**config.mk**
```make
export PLATFORM = sky130hd
export DESIGN_NAME = phr_ctrl
export DESIGN_NICKNAME = d
export VERILOG_FILES = /design/src/rtl/core/phr_pkg.sv /design/src/rtl/core/phr_ctrl.sv
export SDC_FILE = /design/constraint.sdc
export NUM_CORES = 1
export LEC_CHECK = 0
export BUFFER_PORTS_ARGS = -buffer_cell sky130_fd_sc_hd__buf_2
export CAP_MARGIN = 10
export CORE_MARGIN = 2
export CORE_UTILIZATION = 43
export CTS_BUF_LIST = sky130_fd_sc_hd__clkbuf_8
export DETAILED_ROUTE_END_ITERATION = 10
export HOLD_SLACK_MARGIN = 0.15
export PLACE_DENSITY = 0.76
export SLEW_MARGIN = 15
export SYNTH_ARGS = -nofsm -noshare
export SYNTH_HDL_FRONTEND = slang
export SYNTH_SLANG_ARGS = --single-unit
export TNS_END_PERCENT = 5
```
**constraint.sdc**
```tcl
create_clock -name clk -period 1.08 [get_ports clk]
set_input_delay 0.054 -clock clk [delete_from_list [all_inputs] [get_ports clk]]
set_output_delay 0.054 -clock clk [all_outputs]
set_load 0.05 [all_outputs]
```
**src/rtl/core/phr_pkg.sv**
```systemverilog
`default_nettype none
package phr_pkg;

  typedef enum logic [3:0] {
    ST_IDLE,
    ST_REC_WR,
    ST_REC_RD1,
    ST_REC_CHK,
    ST_Q_RD,
    ST_Q_CHK,
    ST_Q_RDN,
    ST_Q_DIV,
    ST_Q_MUL,
    ST_Q_OUT
  } state_t;

  typedef struct packed {
    logic load_in;
    logic rec_write;
    logic rec_rd1;
    logic rec_prune;
    logic q_init;
    logic q_rd;
    logic q_take;
    logic q_rdn;
    logic div_start;
    logic mul_start;
    logic res_load;
  } cmd_t;

  typedef struct packed {
    logic is_query;
    logic q_trivial;
    logic prune;
    logic older;
    logic walk_done;
    logic do_lerp;
    logic div_done;
    logic mul_done;
  } sts_t;

  localparam int unsigned FRAC_BITS = 16;
  localparam logic [23:0] MAX_AGE_RESET = 24'd1000000;
  localparam logic OP_RECORD = 1'b0;

endpackage
`default_nettype wire

```
**src/rtl/core/phr_ctrl.sv**
```systemverilog
`default_nettype none
module phr_ctrl (
  input  wire logic          clk,
  input  wire logic          rst_n,
  input  wire logic          in_valid,
  output logic               in_ready,
  output logic               out_valid,
  input  wire logic          out_ready,
  input  wire phr_pkg::sts_t sts,
  output phr_pkg::cmd_t      cmd
);
  phr_pkg::state_t state_r, state_nxt;
  logic out_valid_r, out_valid_nxt;

  always_ff @(posedge clk) begin
    if (!rst_n) begin
      state_r     <= phr_pkg::ST_IDLE;
      out_valid_r <= 1'b0;
    end else begin
      state_r     <= state_nxt;
      out_valid_r <= out_valid_nxt;
    end
  end

  assign in_ready  = (state_r == phr_pkg::ST_IDLE);
  assign out_valid = out_valid_r;

  always_comb begin
    state_nxt = state_r;
    case (state_r)
      phr_pkg::ST_IDLE:    if (in_valid) state_nxt = sts.is_query ? phr_pkg::ST_Q_RD
                                                                  : phr_pkg::ST_REC_WR;
      phr_pkg::ST_REC_WR:  state_nxt = phr_pkg::ST_REC_RD1;
      phr_pkg::ST_REC_RD1: state_nxt = phr_pkg::ST_REC_CHK;
      phr_pkg::ST_REC_CHK: state_nxt = phr_pkg::ST_IDLE;
      phr_pkg::ST_Q_RD:    state_nxt = sts.q_trivial ? phr_pkg::ST_Q_OUT : phr_pkg::ST_Q_CHK;
      phr_pkg::ST_Q_CHK: begin
        if (sts.older || sts.walk_done)
          state_nxt = sts.do_lerp ? phr_pkg::ST_Q_RDN : phr_pkg::ST_Q_OUT;
        else
          state_nxt = phr_pkg::ST_Q_RD;
      end
      phr_pkg::ST_Q_RDN:   state_nxt = phr_pkg::ST_Q_DIV;
      phr_pkg::ST_Q_DIV:   if (sts.div_done) state_nxt = phr_pkg::ST_Q_MUL;
      phr_pkg::ST_Q_MUL:   if (sts.mul_done) state_nxt = phr_pkg::ST_Q_OUT;
      phr_pkg::ST_Q_OUT:   if (!out_valid_r || out_ready) state_nxt = phr_pkg::ST_IDLE;
      default:             state_nxt = phr_pkg::ST_IDLE;
    endcase
  end

  always_comb begin
    cmd = '0;
    out_valid_nxt = out_valid_r && !out_ready;
    case (state_r)
      phr_pkg::ST_IDLE: begin
        cmd.load_in = in_valid;
        cmd.q_init  = in_valid && sts.is_query;
      end
      phr_pkg::ST_REC_WR:  cmd.rec_write = 1'b1;
      phr_pkg::ST_REC_RD1: cmd.rec_rd1 = 1'b1;
      phr_pkg::ST_REC_CHK: cmd.rec_prune = sts.prune;
      phr_pkg::ST_Q_RD:    cmd.q_rd = 1'b1;
      phr_pkg::ST_Q_CHK: begin
        cmd.q_take = (sts.older || sts.walk_done) && !sts.do_lerp;
        cmd.q_rdn  = (sts.older || sts.walk_done) && sts.do_lerp;
      end
      phr_pkg::ST_Q_RDN:   cmd.div_start = 1'b1;
      phr_pkg::ST_Q_DIV:   cmd.mul_start = sts.div_done;
      phr_pkg::ST_Q_OUT: begin
        if (!out_valid_r || out_ready) begin
          cmd.res_load  = 1'b1;
          out_valid_nxt = 1'b1;
        end
      end
      default: ;
    endcase
  end
endmodule
`default_nettype wire

```
==> results.cfg <==
[clock_network]
cts-root-buf = clkbuf_8
htreeDepth = 1
cts_tree = yes
clkSlewWorstSetupHoldPaths_ps = 40
clock_sinks = 5
cts.path.max_buffers = 2
cts_buffers = 3
insertion_delay_ps = 230

[timing]
slew_headroom = 0.6524
drv_slew = 0
min_period_over_period = 1.313
fin_crit_ps = 1418
hold_viol_final = 0
rsz0062_at_grt = true
tightest_slew_ps = 516.0
final.setup_skew_ps = 4.349
clock.fmax_mhz = 705.1
fin_ws_ps = -338.2
setup_viol = 16

[synthesis]
synth_top_family_by_area = simple AND/OR/NAND/NOR gates
muxShareOfSynthArea = 0
yosys.area_share.simple = 0.4083
synth_edf_count = 0
yosysTopAreaCellShare = 0.1747
synthTopCellsByCount = nor3_1, a21oi_1, dfxtp_1
yosys_warnings = 0
avgSynthCellArea_um2 = 7.959
synth-compound-area-share = 0.3035
yosys.area.top_type = dfxtp_1
ys.flop_type = dfxtp_1
synthCells = 72
synthAdderAreaFrac = 0
ys_ff_latch = 5
ys_types = 35
syn_area_um2 = 573.1
ys_seq_area_frac = 0.1747
synth.area.top_cells = dfxtp_1, buf_6, nor3_1
async_reset_ff_frac = 0
synth_xor_area_frac = 0
synth_most_common_cell = nor3_1
syn_nets = 84

[global_route]
grt_overflow = 0
antenna_found_initial = 0
track_usage = 0.2770
grt_pass1_vias = 675
grt_first_pass_wirelength_um = 2925
grt_start_max_net_pins = 16

[outcome]
outcome = complete, but fails checks
failed_checks = setup timing

[placement]
dp_hpwl_um = 1231
gp_congestion = 0.8978
dpl_cell_area_um2 = 833.3
port-buffer-count = 24
dp_slack_ps = -309.2

[setup_path]
cp-endpoint = cmd[6]
cp.arrival_ps = 1360
r2r_start = state_r[3]
reg2reg_depth = 5
r2r-end = state_r[2]
r2r_slack_ps = -250
cp-start-kind = flip-flop
critPathLaunch = state_r[3]
required_ps = 1030
critPathKind = reg2out
cp-end-kind = output pin
critPathMaxFanout = 4

[run]
cap_violations = 0

[floorplan]
initial_core_util = 0.4517
die-area_mm2 = 0.001641
fp.dieH_um = 40.51
rows = 13
coreArea_mm2 = 0.001269
die_w_um = 40.51
io_pins = 25

[power_and_ir_drop]
power.density_mw_per_mm2 = 2843
p_leak_nw = 0.4616
ir_drop_mv = 2.341

[drt]
drcViolationCount = 0
viasPerCell = 5.625
first_pass_iters = 4
dr.first_iter.drc_count = 14
vias = 720
wl_per_cell_um = 14.39
postRouteAntennaNets = 0
routed_wl_um = 1842

[finish]
final_nets = 126
final_core_util = 0.8264
syn_to_final_growth_pct = 82.97
diodes = 0
drive_gt1_frac = 0.6637
design_area_mm2 = 0.001049

[worst_hold_path]
hold_path_class = in2reg
[area by class of cell]
class | instances | area [um^2]
Clock buffer | 3 | 41.29
Clock inverter | 1 | 3.754
Fill cell | 72 | 220.2
Inverter | 2 | 7.507
Multi-Input combinational cell | 59 | 499.2
Sequential cell | 5 | 112.6
Tap cell | 15 | 18.77
Timing Repair Buffer | 43 | 365.4
[report_power, final]
group	leakage, nW	internal [mW]	total, mW	switching [mW]
logic	0.391	0.993	2.24	1.25
clock network	0.0269	0.244	0.345	0.101
registers	0.0434	0.270	0.394	0.124
total	0.462	1.51	2.98	1.47
[how the worst min path moves through the flow]
stage	from	endpoint	slack, ps	cells after the start
floorplan	rst_n	out_valid	180	1
CTS	sts[1]	state_r[2]	220	3
global placement	rst_n	out_valid	350	2
global route	sts[1]	state_r[2]	220	3
finish	sts[1]	state_r[2]	230	3
detailed placement	rst_n	out_valid	360	2
[flip-flops by register name, summed over array words and instances (netlist names)]
signal     count
out_valid      1
state_r        4
[timing repair]
item / in CTS / in global routing
setup endpoints to repair: 17 / 17
hold buffers: 1 / 0
hold endpoints to repair: 3 / 0
pin swaps: 9 / 3
setup buffers: 2 / 0
resized for setup: 42 / 2
[cells by family (layout without fill, tap and decap cells)]
family,count (synthesis),count (layout)
AO/OA/AOI/OAI,22,22
buffers and inverters,8,49
flip-flops,5,5
AND/OR/NAND/NOR,37,37
[critical path: stages (launching register included)]
cell     delay [ps]
dfxtp_4         350
buf_6           120
nor4_4          290
and3_4          240
buf_8           140
[cell usage in the layout (no fill, tap or decap), types with 3 or more instances in the layout]
| cell | Yosys | final |
|---|---|---|
| nor3_2 | 0 | 4 |
| nor2_1 | 4 | 3 |
| a21oi_1 | 6 | 5 |
| o21ai_0 | 4 | 4 |
| dfxtp_4 | 0 | 3 |
| buf_4 | 1 | 14 |
| nor3_4 | 0 | 3 |
| buf_6 | 4 | 12 |
| nand2_1 | 4 | 3 |
| nand2b_1 | 4 | 3 |
| clkbuf_8 | 0 | 3 |
| buf_2 | 1 | 13 |
[metal layers]
layer	part of all wire	global-route usage	vias up	routed length (um)
met5	0	0	-	0
met4	0.016	0.07500	0	30
met3	0.060	0.06667	4	111
met2	0.55	0.5437	35	1005
met1	0.38	0.2820	337	694
li1	-	-	344	-
[per-stage QoR]
step | cells | hold WS (ps) | setup TNS [ps] | total power, mW
after global routing | 128 | 224.2 | -4364 | 3.152
after floorplan | 72 | 175.7 | -5496 | 1.796
final | 128 | 225.4 | -3604 | 2.981
after global placement | 121 | 345.8 | -3819 | 2.199
after detailed placement | 121 | 355.4 | -4034 | 2.226
after CTS | 128 | 218.7 | -3464 | 2.937
Power figures use the tool's default switching activity.
